`src/hdl/cao_pkg.sv`:
```
// Shared types and constants for the cursor alpha overlay.
package cao_pkg;

    // Field widths fixed by the stream format
    localparam int COORD_W    = 12;
    localparam int IDX_W      = 12;
    localparam int ARGB_W     = 32;
    localparam int CH_W       = 8;
    localparam int POS_W      = 14;
    localparam int SIZE_W     = 7;
    localparam int CFG_IDX_W  = 3;
    localparam int CFG_DATA_W = 14;

    // Full-scale channel value
    localparam logic [CH_W-1:0] CH_MAX = 8'hFF;

    // Configuration register indexes
    localparam logic [CFG_IDX_W-1:0] REG_LEFT   = 3'd0;
    localparam logic [CFG_IDX_W-1:0] REG_TOP    = 3'd1;
    localparam logic [CFG_IDX_W-1:0] REG_WIDTH  = 3'd2;
    localparam logic [CFG_IDX_W-1:0] REG_HEIGHT = 3'd3;
    localparam logic [CFG_IDX_W-1:0] REG_ENABLE = 3'd4;

    // Cursor placement and size
    typedef struct packed {
        logic signed [POS_W-1:0] left;
        logic signed [POS_W-1:0] top;
        logic [SIZE_W-1:0]       width;
        logic [SIZE_W-1:0]       height;
        logic                    enable;
    } cfg_t;

    // One BGRA frame pixel
    typedef struct packed {
        logic [CH_W-1:0] blue;
        logic [CH_W-1:0] green;
        logic [CH_W-1:0] red;
        logic [CH_W-1:0] alpha;
    } pix_t;

    // Per-stage control that travels with each item
    typedef struct packed {
        logic valid;   // stage holds an item
        logic blend;   // item is a frame pixel, else a cursor load
        logic in_rect; // pixel lies in the enabled cursor rectangle
        logic wr;      // load with an in-range store index
    } ctl_t;

endpackage

```
`src/hdl/cao_locate.sv`:
```
// Coordinate stages: cursor-relative position, rectangle test and store address.
module cao_locate #(
    parameter int CURSOR_MAX_SIDE = 64,
    parameter int FRAME_MAX_SIDE  = 4096
) (
    input  logic                                          aclk,
    input  logic                                          aresetn,
    input  logic                                          adv,
    input  cao_pkg::cfg_t                                 cfg,
    input  logic                                          in_valid,
    input  logic                                          in_command,
    input  logic [cao_pkg::COORD_W-1:0]                   in_pixel_x,
    input  logic [cao_pkg::COORD_W-1:0]                   in_pixel_y,
    input  logic [cao_pkg::IDX_W-1:0]                     in_cursor_index,
    input  logic [cao_pkg::ARGB_W-1:0]                    in_cursor_argb,
    input  cao_pkg::pix_t                                 in_pix,
    output cao_pkg::ctl_t                                 out_ctl,
    output logic [$clog2(CURSOR_MAX_SIDE*CURSOR_MAX_SIDE)-1:0] out_addr,
    output logic [cao_pkg::ARGB_W-1:0]                    out_argb,
    output cao_pkg::pix_t                                 out_pix
);

    localparam int DEPTH  = CURSOR_MAX_SIDE * CURSOR_MAX_SIDE;
    localparam int ADDR_W = $clog2(DEPTH);
    localparam int CW     = $clog2(CURSOR_MAX_SIDE);
    localparam int SIDE_W = $clog2(CURSOR_MAX_SIDE + 1);
    localparam int OFF_W  = cao_pkg::POS_W + 1;
    localparam int WIDE_W = cao_pkg::IDX_W + ADDR_W;
    localparam int PROD_W = CW + SIDE_W;

    // Clamp the cursor size to the store side
    logic [SIDE_W-1:0] w_eff;
    logic [SIDE_W-1:0] h_eff;

    always_comb begin
        if (10'(cfg.width) > 10'(CURSOR_MAX_SIDE)) begin
            w_eff = SIDE_W'(CURSOR_MAX_SIDE);
        end else begin
            w_eff = SIDE_W'(cfg.width);
        end
        if (10'(cfg.height) > 10'(CURSOR_MAX_SIDE)) begin
            h_eff = SIDE_W'(CURSOR_MAX_SIDE);
        end else begin
            h_eff = SIDE_W'(cfg.height);
        end
    end

    // Stage 1: offsets into the cursor image and rectangle test
    logic [OFF_W-1:0]        px_ext;
    logic [OFF_W-1:0]        py_ext;
    logic signed [OFF_W-1:0] cx;
    logic signed [OFF_W-1:0] cy;
    logic                    in_x;
    logic                    in_y;
    logic                    frame_ok;
    logic [WIDE_W-1:0]       idx_wide;
    logic                    idx_ok;

    assign px_ext   = {{(OFF_W-cao_pkg::COORD_W){1'b0}}, in_pixel_x};
    assign py_ext   = {{(OFF_W-cao_pkg::COORD_W){1'b0}}, in_pixel_y};
    assign cx       = $signed(px_ext) - $signed({cfg.left[cao_pkg::POS_W-1], cfg.left});
    assign cy       = $signed(py_ext) - $signed({cfg.top[cao_pkg::POS_W-1], cfg.top});
    assign in_x     = !cx[OFF_W-1] && (cx[OFF_W-2:0] < (OFF_W-1)'(w_eff));
    assign in_y     = !cy[OFF_W-1] && (cy[OFF_W-2:0] < (OFF_W-1)'(h_eff));
    assign frame_ok = (px_ext < OFF_W'(FRAME_MAX_SIDE)) && (py_ext < OFF_W'(FRAME_MAX_SIDE));
    assign idx_wide = WIDE_W'(in_cursor_index);
    assign idx_ok   = idx_wide < WIDE_W'(DEPTH);

    cao_pkg::ctl_t     ctl1_reg;
    cao_pkg::ctl_t     ctl1_next;
    logic [CW-1:0]     cx1_reg;
    logic [CW-1:0]     cy1_reg;
    logic [ADDR_W-1:0] idx1_reg;
    logic [cao_pkg::ARGB_W-1:0] argb1_reg;
    cao_pkg::pix_t     pix1_reg;

    always_comb begin
        ctl1_next.valid   = in_valid;
        ctl1_next.blend   = in_command;
        ctl1_next.in_rect = cfg.enable && frame_ok && in_x && in_y;
        ctl1_next.wr      = !in_command && idx_ok;
    end

    always_ff @(posedge aclk) begin
        if (!aresetn) begin
            ctl1_reg <= '0;
        end else if (adv) begin
            ctl1_reg <= ctl1_next;
        end
    end

    always_ff @(posedge aclk) begin
        if (adv) begin
            cx1_reg   <= cx[CW-1:0];
            cy1_reg   <= cy[CW-1:0];
            idx1_reg  <= idx_wide[ADDR_W-1:0];
            argb1_reg <= in_cursor_argb;
            pix1_reg  <= in_pix;
        end
    end

    // Stage 2: row-major store address, or the load index
    logic [PROD_W-1:0] map_prod;
    logic [PROD_W:0]   map_sum;
    logic [ADDR_W-1:0] addr2_next;
    cao_pkg::ctl_t     ctl2_next;
    cao_pkg::ctl_t     ctl2_reg;
    logic [ADDR_W-1:0] addr2_reg;
    logic [cao_pkg::ARGB_W-1:0] argb2_reg;
    cao_pkg::pix_t     pix2_reg;

    assign map_prod   = PROD_W'(cy1_reg) * PROD_W'(w_eff);
    assign map_sum    = (PROD_W+1)'(map_prod) + (PROD_W+1)'(cx1_reg);
    assign addr2_next = ctl1_reg.blend ? map_sum[ADDR_W-1:0] : idx1_reg;

    always_comb begin
        ctl2_next    = ctl1_reg;
        ctl2_next.wr = ctl1_reg.valid && ctl1_reg.wr;
    end

    always_ff @(posedge aclk) begin
        if (!aresetn) begin
            ctl2_reg <= '0;
        end else if (adv) begin
            ctl2_reg <= ctl2_next;
        end
    end

    always_ff @(posedge aclk) begin
        if (adv) begin
            addr2_reg <= addr2_next;
            argb2_reg <= argb1_reg;
            pix2_reg  <= pix1_reg;
        end
    end

    assign out_ctl  = ctl2_reg;
    assign out_addr = addr2_reg;
    assign out_argb = argb2_reg;
    assign out_pix  = pix2_reg;

endmodule

```
`config.mk`:
```
export PLATFORM = sky130hd
export DESIGN_NAME = cao_locate
export DESIGN_NICKNAME = d
export VERILOG_FILES = /design/src/hdl/cao_pkg.sv /design/src/hdl/cao_locate.sv
export SDC_FILE = /design/constraint.sdc
export NUM_CORES = 1
export LEC_CHECK = 0
export ABC_AREA = 0
export BUFFER_PORTS_ARGS = -buffer_cell sky130_fd_sc_hd__buf_2
export CAP_MARGIN = 5
export CORE_UTILIZATION = 59
export CTS_BUF_LIST = sky130_fd_sc_hd__clkbuf_4
export CTS_CLUSTER_SIZE = 12
export DETAILED_ROUTE_END_ITERATION = 8
export PLACE_DENSITY = 0.92
export SYNTH_ARGS = -nofsm -noshare
export SYNTH_HDL_FRONTEND = slang
export SYNTH_SLANG_ARGS = --single-unit
```
`constraint.sdc`:
```
create_clock -name aclk -period 8.5 [get_ports aclk]
set_input_delay 1.7 -clock aclk [delete_from_list [all_inputs] [get_ports aclk]]
set_output_delay 1.7 -clock aclk [all_outputs]
set_load 0.05 [all_outputs]
```
**After elaboration in Yosys (flattened, before gate mapping)**

Cells that the tools add are included.

- Input port bits: 148
- Word-level logic and storage cells: 47
- Output and inout bits: 80
- Register bits after elaboration: 172

- $lt $le $gt $ge: 7
- Multiplexer cells: 3
- Reductions and logical operators: 11
- Multiply operators: 1
- Add/sub/neg operators: 3

Operators by type and width:

| cell | number |
|---|---|
| $lt 12x13->1 const B | 3 |
| $sub 13x14->15 | 2 |
| $lt 14x7->1 | 2 |
| $gt 7x7->1 const B | 2 |
| $mux 7 | 2 |
| $add 12x6->12 | 1 |
| $mul 6x7->12 | 1 |
| $mux 12 | 1 |
| $logic_and 1x1->1 | 8 |
| $logic_not 1->1 | 3 |

**Depth between registers and ports, before layout**

- Depth in word-level cells: 6
- Gate-level depth with buffers: 19
- Mapped depth without buffers: 18

**Worst setup path before layout**

Ideal clock, no wire load.

- Kind: in2reg
- Start: input cfg[14] (netlist name)
- End: register addr2_reg[9] (netlist: out_addr[9]) (data pin)
- Buffers on the path: 1
- Stages: 18
- Path slack: 2.615 ns
- Arrival time: 5.625 ns
- Required time: 8.240 ns
- Setup time: 0.260 ns
- Path through: clkbuf_1 nor2b_1 nand2_1 fa_1 fa_1 inv_1 fa_1 inv_1 fa_1 inv_1 ha_1 inv_1 o21bai_1 a21oi_1 o21bai_1 a21oi_1 xnor2_1 mux2_2

- Longest elaborated chain between the ends: 5

RTL lines:

| what | RTL line | text |
|---|---|---|
| from (decl) | cao_locate.sv:9 | `input cao_pkg::cfg_t cfg,` |
| $gt 7x7->1 | cao_locate.sv:36 | `if (10'(cfg.width) > 10'(CURSOR_MAX_SIDE)) begin` |
| $mux 7 (*) | cao_locate.sv:36 |  |
| $mul 6x7->12 (*) | cao_locate.sv:112 | `assign map_prod = PROD_W'(cy1_reg) * PROD_W'(w_eff);` |
| $add 12x6->12 (*) | cao_locate.sv:113 | `assign map_sum = (PROD_W+1)'(map_prod) + (PROD_W+1)'(cx1_reg);` |
| $mux 12 (*) | cao_locate.sv:114 | `assign addr2_next = ctl1_reg.blend ? map_sum[ADDR_W-1:0] : idx1_reg;` |
| net addr2_next[9] | cao_locate.sv:105 | `logic [ADDR_W-1:0] addr2_next;` |
| to (signal assigned) | cao_locate.sv:131 | `addr2_reg <= addr2_next;` |
| to (decl) | cao_locate.sv:108 | `logic [ADDR_W-1:0] addr2_reg;` |

Mark *: on every way through the listed nets, which the timed path passes. The rest lies on a longest branch.
A chain may end at the register's enable or synchronous reset.

**Final worst setup path**

Same ends and word-level chain as after synthesis.

==> summary.txt <==
Timing
  • Crit share post-route: 0.669
  • Worst Clk Skew: 17.9 ps
  • Final Hold Viols: 0
  • Fin Setup TNS: 0 ps
  • Min Tclk post-route: 5690 ps
  • RSZ-0062 raised after global routing: false
  • Fmax: 176 MHz
  • Least-Margin Pin Slew: about 1000 ps
  • Max-slew violations: 0
  • Setup violators final: 0
  • Max transition margin: 0.339

Clocking
  • Root Buffer: clkbuf_4
  • PostCTS Resize Cnt: 0
  • Worst-skew pair later-pin latency: 560 ps
  • Clock sink count: 172
  • CTS buffer count: 17
  • # H-tree levels: 4
  • CTS max path bufs: 2
  • Number of setup buffers added after CTS: 0
  • CTS tree: done
  • Clk slew on worst S/H paths: 140 ps
  • Hold-fix buffer count after cts: 0

Drt
  • Via count: 5514
  • Number of DRC markers in iteration 0: 341
  • Antenna-violating nets left: 0
  • Drt pass-1 iters: 5
  • Post-Route WL: roughly 17000 um
  • WL per Instance: 16.3 um
  • DR vias/cell: between 5 and 6
  • Residual DRC count: 0

Global routing
  • Overflow left after global routing: 0
  • Initial antenna violation count: 0
  • Vias in the first global route: ~5500
  • Largest net degree at the start of global routing: ~90
  • First-pass GRT wire length: 26400 um
  • All-Layer GR Usage: 0.237

Cells and area
  • Core Util, Final: 0.724
  • Layout Nets: 1085
  • Reg area: 5080 um^2
  • Synthesis-to-layout area growth: 19.8%
  • Number of fill cells: 894
  • Share of cells above drive strength 1: 0.318
  • Multi-input gate area: around 3100 um^2

Worst setup path
  • R2r worst-path depth: 16
  • Reg2reg setup slack: 4030 ps
  • Critical path arrival: 6010 ps
  • Data required, critical path: slightly below 9000 ps
  • CP Max Fanout: 13
  • Startpoint class of the critical path: input pin
  • FF-to-FF Start: cy1_reg[5]
  • WS Path Type: in -> reg
  • RR Endpoint: out_addr[9]
  • Worst setup EP type: flop

Floorplanning
  • Full die area: 14800 um^2
  • Ports: 228
  • Die Wd: 122 um
  • Core Box Area: 13900 um^2
  • Site Rows: 43
  • Die Height: 122 um
  • Initial core utilization: 0.605

Synth
  • Number of synthesized flops with an enable pin: 164
  • Syn Area/Cell: about 14 um^2
  • Register area share after synthesis: 0.603
  • Synth area leader: edfxtp_1
  • Syn_nets: between 800 and 900
  • Seq cells post-synth: 172
  • Dominant cells by area after synthesis: edfxtp_1 (58%), ha_1 (9.8%), fa_1 (5.9%)
  • Most frequent cell after synthesis: edfxtp_1
  • Top cells by instance count after synthesis: edfxtp_1 (164), ha_1 (66), inv_1 (65), nand2_1 (40), and2_1 (27)
  • Top FF cell, synth: edfxtp_1
  • Post-Syn Area: approximately 8400 um^2
  • Ys async rst share: 0
  • Gate Count Post-Synth: roughly 600
  • Post-synth top area share: 0.584
  • Synth unique cells: 55
  • Total number of yosys warnings: 0

Outcome
  • Status: finished, final reports clean

Hold path
  • Hold wc startpoint: pix1_reg[9]
  • Worst Hold Depth: 0
  • Sink of the worst hold path: out_pix[9]
  • Worst hold path class: reg -> reg

Power and ir drop
  • PwrDens: 207 nW/um^2
  • P_leak: 4.45 nW
  • Worst IR drop on VDD: between 0.1 and 0.15 mV

Placed design
  • Detailed Place HPWL: 12900 um
  • Placer Congestion: 0.886
  • PortBufs: 227

Flow run
  • Max capacitance violation total: 0
-- routing by layer --
| metal | global-route usage | wire [um] | vias up |
|---|---|---|---|
| met5 | 0 | 0 | - |
| met2 | 0.422 | 8710 | 228 |
| met4 | 0.0772 | 244 | 0 |
| met1 | 0.280 | 6820 | 2579 |
| met3 | 0.0599 | 1140 | 20 |
| li1 | - | - | 2687 |
-- power by group --
group          internal (W)  total [W]  leakage [nW]  switching (W)
sequential          0.00101    0.00104          1.67      0.0000275
clock              0.000215   0.000501         0.171       0.000286
combinational      0.000211   0.000552          2.61       0.000341
total               0.00144    0.00209          4.45       0.000654
-- cell usage in the layout (no fill, tap or decap), types with 6 or more instances in the layout --
cell type / Yosys / final
nand2b_1: 6 / 6
inv_1: 65 / 65
clkbuf_4: 0 / 18
mux2_2: 9 / 9
dfxtp_1: 8 / 8
o21ai_0: 12 / 12
a21o_1: 10 / 10
a21oi_1: 22 / 22
buf_2: 1 / 226
xnor2_1: 18 / 18
edfxtp_1: 164 / 164
nor2_1: 17 / 17
nor2b_1: 18 / 18
nand3_1: 7 / 7
and2_1: 27 / 27
ha_1: 66 / 66
fa_1: 25 / 25
xor2_1: 6 / 6
nand2_1: 40 / 40
mux2i_1: 6 / 6
-- worst max path at each step --
stage | slack (ps) | cells past startpoint | from | end
finish | 2810 | 18 | cfg[14] | out_addr[9]
global route | 2570 | 17 | cfg[14] | out_addr[11]
CTS | 2860 | 18 | cfg[14] | out_addr[9]
detailed placement | 2270 | 17 | cfg[14] | out_addr[11]
global placement | 2380 | 18 | cfg[14] | out_addr[9]
floorplan | 2610 | 18 | cfg[14] | out_addr[9]
-- area by class of cell --
class	count	area share
tap	180	0.0223
clock buffer	18	0.0134
multi-input combinational	362	0.304
inverter	65	0.0242
antenna	1	0.000248
sequential	172	0.504
clock inverter	14	0.0178
timing repair buffer	228	0.114
-- critical path, cell delays in order --
cell and delay [ps]:
buf_2 170, nor2b_1 370, nand2_1 140, fa_1 520
fa_1 550, inv_1 60, fa_1 530, inv_1 50
fa_1 490, inv_1 40, ha_1 320, inv_1 70
o21bai_1 60, a21oi_1 230, o21bai_1 120, a21oi_1 230
xnor2_1 100, mux2_2 260
-- stage by stage --
stage	cells	setup WS, ps	hold WS (ps)	power [W]	cell area (um^2)
6_report	1040	2810	423	0.00209	10100
5_1_grt	1039	2570	436	0.00221	10100
4_1_cts	1039	2860	423	0.00211	10100
3_3_place_gp	1007	2380	400	0.00158	9780
3_5_place_dp	1007	2270	405	0.00160	9780
2_1_floorplan	606	2610	400	0.00145	8430
-- cells by family after synthesis --
kind of cell,share of synthesized area
and+or+nand+nor,0.0837
adders and majority gates,0.157
buffers and inverters,0.0322
DFF,0.603
AOI/OAI and AO/OA,0.0794
xor gates and xnor gates,0.0249
muxes,0.0191
Note: power is estimated with default switching activity, not from simulation.
