===== src/hdl/cao_pkg.sv =====
// Shared types and constants for the cursor alpha overlay.
package cao_pkg;

    // Field widths fixed by the stream format
    localparam int COORD_W    = 12;
    localparam int IDX_W      = 12;
    localparam int ARGB_W     = 32;
    localparam int CH_W       = 8;
    localparam int POS_W      = 14;
    localparam int SIZE_W     = 7;
    localparam int CFG_IDX_W  = 3;
    localparam int CFG_DATA_W = 14;

    // Full-scale channel value
    localparam logic [CH_W-1:0] CH_MAX = 8'hFF;

    // Configuration register indexes
    localparam logic [CFG_IDX_W-1:0] REG_LEFT   = 3'd0;
    localparam logic [CFG_IDX_W-1:0] REG_TOP    = 3'd1;
    localparam logic [CFG_IDX_W-1:0] REG_WIDTH  = 3'd2;
    localparam logic [CFG_IDX_W-1:0] REG_HEIGHT = 3'd3;
    localparam logic [CFG_IDX_W-1:0] REG_ENABLE = 3'd4;

    // Cursor placement and size
    typedef struct packed {
        logic signed [POS_W-1:0] left;
        logic signed [POS_W-1:0] top;
        logic [SIZE_W-1:0]       width;
        logic [SIZE_W-1:0]       height;
        logic                    enable;
    } cfg_t;

    // One BGRA frame pixel
    typedef struct packed {
        logic [CH_W-1:0] blue;
        logic [CH_W-1:0] green;
        logic [CH_W-1:0] red;
        logic [CH_W-1:0] alpha;
    } pix_t;

    // Per-stage control that travels with each item
    typedef struct packed {
        logic valid;   // stage holds an item
        logic blend;   // item is a frame pixel, else a cursor load
        logic in_rect; // pixel lies in the enabled cursor rectangle
        logic wr;      // load with an in-range store index
    } ctl_t;

endpackage


===== src/hdl/cao_blend.sv =====
// Blend stages: alpha-weighted products, then exact divide by 255.
module cao_blend (
    input  logic                       aclk,
    input  logic                       aresetn,
    input  logic                       adv,
    input  cao_pkg::ctl_t              in_ctl,
    input  logic [cao_pkg::ARGB_W-1:0] in_rdata,
    input  cao_pkg::pix_t              in_pix,
    output logic                       out_valid,
    output cao_pkg::pix_t              out_pix,
    output logic                       out_hit
);

    localparam int SUM_W = 2 * cao_pkg::CH_W;

    // floor(n / 255) for n below 65280
    function automatic logic [cao_pkg::CH_W-1:0] div255(input logic [SUM_W-1:0] n);
        logic [SUM_W:0] t;
        t = (SUM_W+1)'(n) + (SUM_W+1)'(n >> cao_pkg::CH_W) + (SUM_W+1)'(1);
        return t[SUM_W-1:cao_pkg::CH_W];
    endfunction

    // Stage 4: dst*(255-a) + src*a per channel; outside the cursor a is zero
    logic [cao_pkg::CH_W-1:0] a;
    logic [cao_pkg::CH_W-1:0] ia;
    logic [SUM_W-1:0]         sum_b_next;
    logic [SUM_W-1:0]         sum_g_next;
    logic [SUM_W-1:0]         sum_r_next;

    assign a  = in_ctl.in_rect ? in_rdata[31:24] : '0;
    assign ia = cao_pkg::CH_MAX - a;
    assign sum_b_next = SUM_W'(in_pix.blue) * SUM_W'(ia)
                      + SUM_W'(in_rdata[7:0]) * SUM_W'(a);
    assign sum_g_next = SUM_W'(in_pix.green) * SUM_W'(ia)
                      + SUM_W'(in_rdata[15:8]) * SUM_W'(a);
    assign sum_r_next = SUM_W'(in_pix.red) * SUM_W'(ia)
                      + SUM_W'(in_rdata[23:16]) * SUM_W'(a);

    logic                     v4_reg;
    logic [SUM_W-1:0]         sum_b_reg;
    logic [SUM_W-1:0]         sum_g_reg;
    logic [SUM_W-1:0]         sum_r_reg;
    logic [cao_pkg::CH_W-1:0] alpha4_reg;
    logic                     hit4_reg;

    always_ff @(posedge aclk) begin
        if (!aresetn) begin
            v4_reg <= 1'b0;
        end else if (adv) begin
            v4_reg <= in_ctl.valid;
        end
    end

    always_ff @(posedge aclk) begin
        if (adv) begin
            sum_b_reg  <= sum_b_next;
            sum_g_reg  <= sum_g_next;
            sum_r_reg  <= sum_r_next;
            alpha4_reg <= in_pix.alpha;
            hit4_reg   <= (a != '0);
        end
    end

    // Stage 5: divide and hold as the output register
    logic          v5_reg;
    cao_pkg::pix_t pix5_reg;
    logic          hit5_reg;

    always_ff @(posedge aclk) begin
        if (!aresetn) begin
            v5_reg <= 1'b0;
        end else if (adv) begin
            v5_reg <= v4_reg;
        end
    end

    always_ff @(posedge aclk) begin
        if (adv) begin
            pix5_reg.blue  <= div255(sum_b_reg);
            pix5_reg.green <= div255(sum_g_reg);
            pix5_reg.red   <= div255(sum_r_reg);
            pix5_reg.alpha <= alpha4_reg;
            hit5_reg       <= hit4_reg;
        end
    end

    assign out_valid = v5_reg;
    assign out_pix   = pix5_reg;
    assign out_hit   = hit5_reg;

endmodule


===== config.mk =====
export PLATFORM = sky130hd
export DESIGN_NAME = cao_blend
export DESIGN_NICKNAME = d
export VERILOG_FILES = /design/src/hdl/cao_pkg.sv /design/src/hdl/cao_blend.sv
export SDC_FILE = /design/constraint.sdc
export NUM_CORES = 1
export LEC_CHECK = 0
export BUFFER_PORTS_ARGS = -buffer_cell sky130_fd_sc_hd__buf_2
export CORE_MARGIN = 1
export CORE_UTILIZATION = 52
export CTS_CLUSTER_DIAMETER = 50
export DETAILED_ROUTE_END_ITERATION = 7
export PLACE_DENSITY = 0.7
export SETUP_SLACK_MARGIN = 0.4
export SLEW_MARGIN = 20
export SYNTH_ARGS = -nofsm -noshare
export SYNTH_HDL_FRONTEND = slang
export SYNTH_SLANG_ARGS = --single-unit

===== constraint.sdc =====
create_clock -name aclk -period 8.45 [get_ports aclk]
set_input_delay 0.4225 -clock aclk [delete_from_list [all_inputs] [get_ports aclk]]
set_output_delay 0.4225 -clock aclk [all_outputs]
set_load 0.01 [all_outputs]

* After elaboration in Yosys (flattened, before gate mapping)
Cells that the tools add are included.
** Storage, ports and cells
- Logic and storage cells :: 30
- Flip-flop bits (word level) :: 92
- Input bits :: 71
** Operators by class
- Reduce and logical (&&, ||, !) cells :: 1
- $mul :: 6
- Add/sub/neg operators :: 10
- Mux-type cells :: 1
** Operators by type and width (count)
- $mul A8 B8 Y16 :: 6
- $add A16 B1 Y16 const B :: 3
- $add A16 B16 Y16 :: 3
- $add A16 B8 Y16 :: 3
- $mux W8 :: 1
- $reduce_bool A8 Y1 :: 1
- $sub A8 B8 Y8 const A :: 1

* Depth between registers and ports, before layout
Gate-level depths: netlist of run 1.
- Depth after elaboration :: 4
- Depth in mapped cells :: 24

* Worst setup path before layout of run 1
OpenSTA, ideal clock, no wires.
- Path type :: input port to flip-flop
- From :: input port in_ctl[1] in the netlist's numbering
- To :: register sum_r_reg[13], data pin
- Arrival :: 5979 ps
- Data required time :: 8288 ps
- Slack :: 2309 ps
- Setup time :: 162 ps
- Stages :: 22
- Cell sequence :: clkbuf_1 clkbuf_1 nand2_1 clkbuf_1 and2_1 fa_1 inv_1 fa_1 inv_1 fa_1 fa_1 fa_1 inv_1 fa_1 inv_1 ha_1 a21oi_1 nand2_1 a31o_1 a221o_1 a2111o_1 o2111ai_1
** Between the ends
- Longest elaborated chain between the ends :: 4
- Elaborated cells on any way between the ends :: 5
- Classes of those cells :: add/sub (2); mul (2); mux (1)
** Ends and longest elaborated chain
- start: declaration :: line cao_blend.sv:6 : input cao_pkg::ctl_t in_ctl,
- $mux W8 * :: line cao_blend.sv:30 : assign a = in_ctl.in_rect ? in_rdata[31:24] : '0;
- $sub A8 B8 Y8 :: line cao_blend.sv:31 : assign ia = cao_pkg::CH_MAX - a;
- $mul A8 B8 Y16 :: line cao_blend.sv:36 : assign sum_r_next = SUM_W'(in_pix.red) * SUM_W'(ia)
- $add A16 B16 Y16 * :: line cao_blend.sv:37 : + SUM_W'(in_rdata[23:16]) * SUM_W'(a);
- named net sum_r_next[13] :: line cao_blend.sv:28 : logic [SUM_W-1:0] sum_r_next;
- end signal: assignment :: line cao_blend.sv:58 : sum_r_reg <= sum_r_next;
- end: declaration :: line cao_blend.sv:42 : logic [SUM_W-1:0] sum_r_reg;
The timed path passes the listed nets; every way through them passes the cells marked *.
A chain may end at the register's enable or synchronous reset.

* Worst setup path in the final report of run 1
- From :: input port in_rdata[25] in the netlist's numbering
- To :: register sum_g_reg[13], data pin
** Between the ends
- Longest elaborated chain between the ends :: 4
- Elaborated cells on any way between the ends :: 5
- Classes of those cells :: add/sub (2); mul (2); mux (1)
** Ends and longest elaborated chain
- start: declaration :: line cao_blend.sv:7 : input logic [cao_pkg::ARGB_W-1:0] in_rdata,
- $mux W8 * :: line cao_blend.sv:30
- $sub A8 B8 Y8 :: line cao_blend.sv:31
- $mul A8 B8 Y16 :: line cao_blend.sv:34 : assign sum_g_next = SUM_W'(in_pix.green) * SUM_W'(ia)
- $add A16 B16 Y16 * :: line cao_blend.sv:35 : + SUM_W'(in_rdata[15:8]) * SUM_W'(a);
- named net sum_g_next[13] :: line cao_blend.sv:27 : logic [SUM_W-1:0] sum_g_next;
- end signal: assignment :: line cao_blend.sv:57 : sum_g_reg <= sum_g_next;
- end: declaration :: line cao_blend.sv:41 : logic [SUM_W-1:0] sum_g_reg;
Marks and branches as above.

==> flow_summary_export.csv, run 1 <==
group,metric,value,unit
run_status,run_status,"finished clean",
layout,synthToLayoutAreaGrowth,6.96,%
global_routing,grt_pass1_vias,12800,
cts,postCtsHoldBufs,0,
pwr,power-per-cell-area,401,nW/um^2
cts,cts-buffers-inserted,9,
synthesis,syn-mean-instance-area,9.78,um^2
die,fp-row-count,65,
job,maxCapViolations,0,
timing,worstMarginPinSlew,1.06,ns
cts,cts_resized,0,
die,fp.coreArea,31600,um^2
setup_path,crit_arrival,6.85,ns
synthesis,ys_warn_count,0,
layout,layout_commonest_cell,"inv_1",
timing,finalSetupTns,0,ns
timing,finalSetupViolCount,0,
timing,fmax,148,MHz
global_routing,grt_pass1_wl,63000,um
timing,slew_violations,0,
timing,period_minus_slack,6.77,ns
synthesis,synth-main-ff-cell,"edfxtp_1",
cts,clockBufferDepth,2,
layout,fin_area,17900,um^2
synthesis,synth-seq-area-share,0.164,
cts,cts_tree,"done",
die,die_w,181,um
synthesis,syn_area,16700,um^2
setup_path,cp_max_fo,25,
setup_path,critPathKind,"in2reg",
placed_design,dp_cells,2174,
placed_design,dpl-instance-area,17600,um^2
die,io_pins,105,
setup_path,endpoint_kind,"flop",
synthesis,synth_cells,1711,
drt,viasPerCell,5.38,
placed_design,place_congestion,0.837,
timing,finalHoldViolCount,0,
drt,dr.pass1.iters,5,
global_routing,grt_usage,0.241,
layout,drive_above_1_share,0.0755,
drt,route.detailed.drc,0,
hold_path,hold_class,"in2reg",
timing,min_period_over_period,0.801,
pwr,vdd_drop_max,0.320,mV
setup_path,required,8.53,ns
global_routing,overflow,0,
drt,drt-initial-drc-count,627,
die,initial_core_util,0.529,
layout,final_cells,2190,
cts,clk_pin_slew,0.06,ns
layout,num_antenna_cells,0,
layout,largest_register_ffs,32,
layout,fillers,2776,
layout,nets,2349,
setup_path,startpoint_type,"primary input",
timing,fin_skew,0.00869,ns
placed_design,dp_hpwl,29200,um
die,die_y,181,um
layout,final_cell_mix,"inv_1 (418), fa_1 (288), ha_1 (207)",
drt,dr_total_vias,11800,
synthesis,synthArstFlopShare,0,
die,fp.dieArea,32900,um^2
drt,wl_per_cell,16.6,um
cts,clk_latency,0.37,ns
cts,ctsHtreeMaxLevel,3,
synthesis,synth_edf_count,90,
placed_design,port_buffers,102,
global_routing,grt_start_max_net_pins,99,
pwr,p_leak,9.46,nW
cts,root_buffer,"clkbuf_16",
global_routing,antenna_found_initial,1,
timing,relSlewSlack,0.294,
synthesis,synth-seq-cells,92,
timing,whs,0.237,ns
drt,ant_nets,0,
timing,rsz0062_at_grt,"false",
cts,post_cts_buffers,0,
cts,clock-sinks,92,
drt,drt_wl_total,36400,um
synthesis,ys_types,51,
layer usage:
metal | vias to the layer above | track usage | wire length [um] | part of all wire
li1 | 5478 | - | - | -
met1 | 5963 | 0.321 | 15800 | 0.44
met2 | 285 | 0.417 | 18300 | 0.50
met3 | 48 | 0.0305 | 1700 | 0.047
met4 | 0 | 0.0586 | 582 | 0.016
met5 | - | 0 | 0 | 0
cell type report:
class                   count  area, um^2  share of cell area
multi-input cells        1151       12200               0.683
flip-flops and latches     92        2740               0.153
inverters                 418        1570              0.0877
repair buffers            111         581              0.0324
well taps                 402         503              0.0281
clock buffers              10         229              0.0128
clock inverters             6        40.0             0.00224
Yosys cell counts (all sizes together), types with 3 or more instances:
| cell | n | area share |
|---|---|---|
| edfxtp | 90 | 0.16 |
| o211ai | 5 | 0.0022 |
| o21a | 6 | 0.0027 |
| mux2 | 3 | 0.0020 |
| nor3 | 7 | 0.0021 |
| and2 | 117 | 0.044 |
| o22ai | 3 | 0.0011 |
| nor2b | 6 | 0.0022 |
| nand2 | 151 | 0.034 |
| a21oi | 33 | 0.010 |
| xor2 | 17 | 0.0089 |
| o21bai | 6 | 0.0027 |
| clkbuf | 52 | 0.012 |
| and3 | 135 | 0.050 |
| nand3 | 19 | 0.0057 |
| ha | 207 | 0.15 |
| a31oi | 5 | 0.0019 |
| o21ai | 18 | 0.0054 |
| inv | 418 | 0.094 |
| xnor2 | 49 | 0.026 |
| a21o | 8 | 0.0036 |
| nand4 | 8 | 0.0030 |
| a31o | 4 | 0.0021 |
| nor2 | 22 | 0.0049 |
| a211oi | 6 | 0.0027 |
| fa | 288 | 0.34 |
metrics by stage:
stage / worst slack, ns / utilization / total power [mW]
after detailed placement: 1.38 / 0.557 / 6.78
after floorplan: 2.31 / - / 5.55
final: 1.68 / 0.566 / 7.17
after global placement: 1.61 / 0.557 / 6.57
after global routing: 1.39 / 0.566 / 8.06
after CTS: 1.76 / 0.566 / 7.22
path summary, 6_finish.rpt:
| kind | startpoint | cells past startpoint | slack (ns) | to |
|---|---|---|---|---|
| setup reg to reg | sum_b_reg[11] | 7 | 6.06 | out_pix[30] |
| hold / removal | in_pix[6] | 1 | 0.24 | alpha4_reg[6] |
| hold reg to reg | alpha4_reg[2] | 0 | 0.42 | out_pix[2] |
| setup / recovery | in_rdata[25] | 20 | 1.68 | sum_g_reg[13] |
power breakdown:
group          internal, mW  leakage (nW)  total (mW)  switching, mW
registers              1.01         0.897        1.13          0.118
logic                  2.49          8.44        5.66           3.17
clock network         0.199         0.123       0.380          0.181
total                  3.70          9.46        7.17           3.47
worst max-delay path, stage by stage:
cell and delay [ns]:
buf_2 0.40, nand2_1 0.67, and2_1 0.44, fa_1 0.56, ha_1 0.14, inv_1 0.05, fa_1 0.53, inv_1 0.06
fa_1 0.55, inv_1 0.06, fa_1 0.47, inv_1 0.05, fa_1 0.43, ha_1 0.35, a21oi_1 0.17, o22ai_1 0.13
o41ai_2 0.51, o21ai_1 0.21, a2111oi_0 0.47, a2111oi_0 0.16
cells by family after synthesis:
family	share of synthesized area
AND/OR/NAND/NOR	0.149
other	0.000224
multiplexers	0.00322
buffers and inverters	0.105
AO/OA/AOI/OAI	0.0445
adder cells (fa/ha/maj)	0.499
flip-flops	0.164
XOR/XNOR	0.0345
Note: power is estimated with default switching activity, not from simulation.
==> run 2: changes to the inputs <==
- ABC_AREA: default -> 1
- clock period: 8.45 -> 6.7 ns (I/O delays scaled with it)
==> flow_summary_export.csv, run 2 <==
group,metric,value,unit
run_status,run_status,"finished clean",
setup_path,reg2reg_slack,4.89,ns
cts,root_buffer,"clkbuf_16",
synthesis,synth.mux.area_fraction,0,
die,fp.coreArea,33800,um^2
placed_design,pre_cts_slack,0.746,ns
layout,largest_register_ffs,32,
job,maxCapViolations,0,
timing,whs,0.157,ns
synthesis,synth-seq-area-share,0.153,
cts,cts-buffers-inserted,9,
synthesis,synth-seq-cells,92,
placed_design,dp_cells,2813,
pwr,power-per-cell-area,534,nW/um^2
setup_path,cp_top_family,"adder cells",
setup_path,r2r-start,"sum_b_reg[10]",
layout,synthToLayoutAreaGrowth,7.56,%
timing,relSlewSlack,0.469,
setup_path,cp_num_buf_inv,7,
drt,route.detailed.drc,0,
synthesis,synth_top_family_by_area,"adder cells",
timing,finalHoldViolCount,0,
drt,ant_nets,0,
pwr,p_sw,5.52,mW
global_routing,grt_usage,0.244,
synthesis,ys_top_cells_by_area,"fa_1 (32%), edfxtp_1 (15%), ha_1 (14%), inv_1 (13%), nand2_1 (11%)",
synthesis,syn_area,18000,um^2
timing,fin_ws,1.13,ns
setup_path,cp_num_cells,22,
drt,dr_total_vias,14400,
synthesis,ys_warn_count,0,
layout,drive_above_1_share,0.0647,
global_routing,overflow,0,
placed_design,place_congestion,0.907,
pwr,finalPower,10.3,mW
synthesis,yosysMostFrequentCell,"inv_1",
global_routing,grt_pass1_vias,15000,
synthesis,yosys.area_share.xor_xnor,0.0117,
setup_path,startpoint,"in_ctl[1]",
setup_path,r2r_cells,9,
synthesis,synthArstFlopShare,0,
drt,drt-initial-drc-count,835,
pwr,intPower,4.79,mW
setup_path,endpoint_kind,"flop",
synthesis,syn-mean-instance-area,7.88,um^2
hold_path,min_from,"in_pix[4]",
global_routing,antenna_found_initial,5,
setup_path,crit_top_cell,"fa_1",
layout,final_cell_mix,"inv_1 (624), nand2_1 (505), nor2_1 (319)",
synthesis,synth_edf_count,90,
setup_path,startpoint_type,"primary input",
setup_path,crit_arrival,5.68,ns
synthesis,synth_compound_area_frac,0.0172,
synthesis,synth-main-ff-cell,"edfxtp_1",
pwr,p_seq_frac,0.138,
die,io_pins,105,
timing,worstMarginPinSlew,0.796,ns
setup_path,critPathMaxStageDelay,0.54,ns
setup_path,crit_chain,"buf_2 -> nand2_4 -> clkinv_1 -> buf_12 -> nor2_1 -> fa_1 -> inv_1 -> fa_1 -> inv_1 -> fa_1 -> fa_1 -> fa_1 -> inv_1 -> fa_1 -> inv_1 -> ha_1 -> a21oi_1 -> nand2_1 -> a21oi_1 -> nand2_1 -> nand2_1 -> nand2_1",
pwr,pwr-share-clk,0.052,
setup_path,critPathCapture,"sum_g_reg[15]",
synthesis,synth.top_cell.area_share,0.321,
cts,postCtsHoldBufs,0,
setup_path,cp_max_fo,24,
placed_design,dp_hpwl,33700,um
cts,post_cts_buffers,0,
hold_path,hold_class,"in2reg",
timing,slew_violations,0,
die,die_w,188,um
synthesis,yosys.area_share.adder,0.465,
synthesis,synth_cells,2279,
timing,fin_skew,0.0107,ns
pwr,p_leak,11.1,nW
placed_design,port_buffers,102,
setup_path,critPathKind,"in2reg",
die,fp-row-count,67,
global_routing,grt_start_max_net_pins,63,
setup_path,required,6.81,ns
timing,finalSetupViolCount,0,
setup_path,cp_slowest_cell,"fa_1",
die,fp.dieArea,35300,um^2
cts,clk_pin_slew,0.07,ns
layout,layout_commonest_cell,"inv_1",
pwr,p_comb_frac,0.810,
die,die_y,188,um
timing,rsz0062_at_grt,"false",
die,initial_core_util,0.531,
timing,finalSetupTns,0,ns
synthesis,netlist_top_cells_count,"inv_1 (624), nand2_1 (505), nor2_1 (319)",
drt,drt_wl_total,40400,um
cts,clk_latency,0.36,ns
synthesis,yosys.area.top_type,"fa_1",
drt,viasPerCell,5.07,
global_routing,grt_pass1_wl,69100,um
timing,min_period_over_period,0.831,
pwr,vdd_drop_max,0.399,mV
cts,cts_resized,0,
cts,cts_tree,"done",
drt,wl_per_cell,14.3,um
synthesis,ys_types,35,
synthesis,yosys.area_share.simple,0.210,
timing,period_minus_slack,5.57,ns
cts,ctsHtreeMaxLevel,3,
pwr,power.switching_fraction,0.535,
cts,clock-sinks,92,
layout,final_cells,2833,
layout,nets,2942,
setup_path,timing.rr.end,"out_pix[31]",
drt,dr.pass1.iters,5,
timing,fmax,180,MHz
cts,clockBufferDepth,2,
[run 2: routing by layer]
metal  up-vias  track usage  wire, um
met3        62       0.0408      2800
met2       464        0.408     19200
met5         -            0         0
met1      6956        0.320     17300
met4         0       0.0854      1020
li1       6888            -         -
[run 2: layout make-up]
cell class | count | area, um^2
Inverter | 633 | 2380
Multi-Input combinational cell | 1522 | 12700
Sequential cell | 92 | 2740
Timing Repair Buffer | 118 | 646
Clock inverter | 6 | 78.8
Clock buffer | 10 | 229
Tap cell | 448 | 561
Antenna cell | 4 | 10.0
Fill cell | 3150 | 14500
[run 2: worst register-to-register path, delay by kind of cell (launching register included)]
family	cells	cell delay [ns]
and+or+nand+nor	7	0.51
DFF	1	0.50
adders and majority gates	1	0.35
AOI/OAI and AO/OA	1	0.22
[run 2: worst min-delay path by stage]
stage	depth (start not counted)	slack, ns	to
6_report	1	0.16	alpha4_reg[4]
5_1_grt	1	0.15	alpha4_reg[0]
4_1_cts	1	0.14	alpha4_reg[4]
3_5_place_dp	0	0.41	out_pix[3]
3_3_place_gp	0	0.40	out_pix[0]
2_1_floorplan	0	0.40	out_hit
[run 2: power groups by stage]
stage / Combinational, mW / Clock (mW) / Sequential (mW)
global route: 9.78 / 0.571 / 1.44
CTS: 8.39 / 0.553 / 1.42
global placement: 8.15 / 0 / 1.43
floorplan: 6.52 / 0 / 1.40
finish: 8.35 / 0.537 / 1.42
detailed placement: 8.32 / 0 / 1.43
[run 2: metrics by stage]
step / utilization / area, um^2
2_1_floorplan: - / 18000
3_3_place_gp: 0.562 / 19000
3_5_place_dp: 0.562 / 19000
4_1_cts: 0.571 / 19300
5_1_grt: 0.572 / 19300
6_report: 0.572 / 19300
[run 2: kinds of logic after synthesis]
| family | count (synthesis) |
|---|---|
| buffers and inverters | 667 |
| flip-flops | 92 |
| AND/OR/NAND/NOR | 944 |
| AO/OA/AOI/OAI | 56 |
| XOR/XNOR | 24 |
| adder cells (fa/ha/maj) | 495 |
| other | 1 |
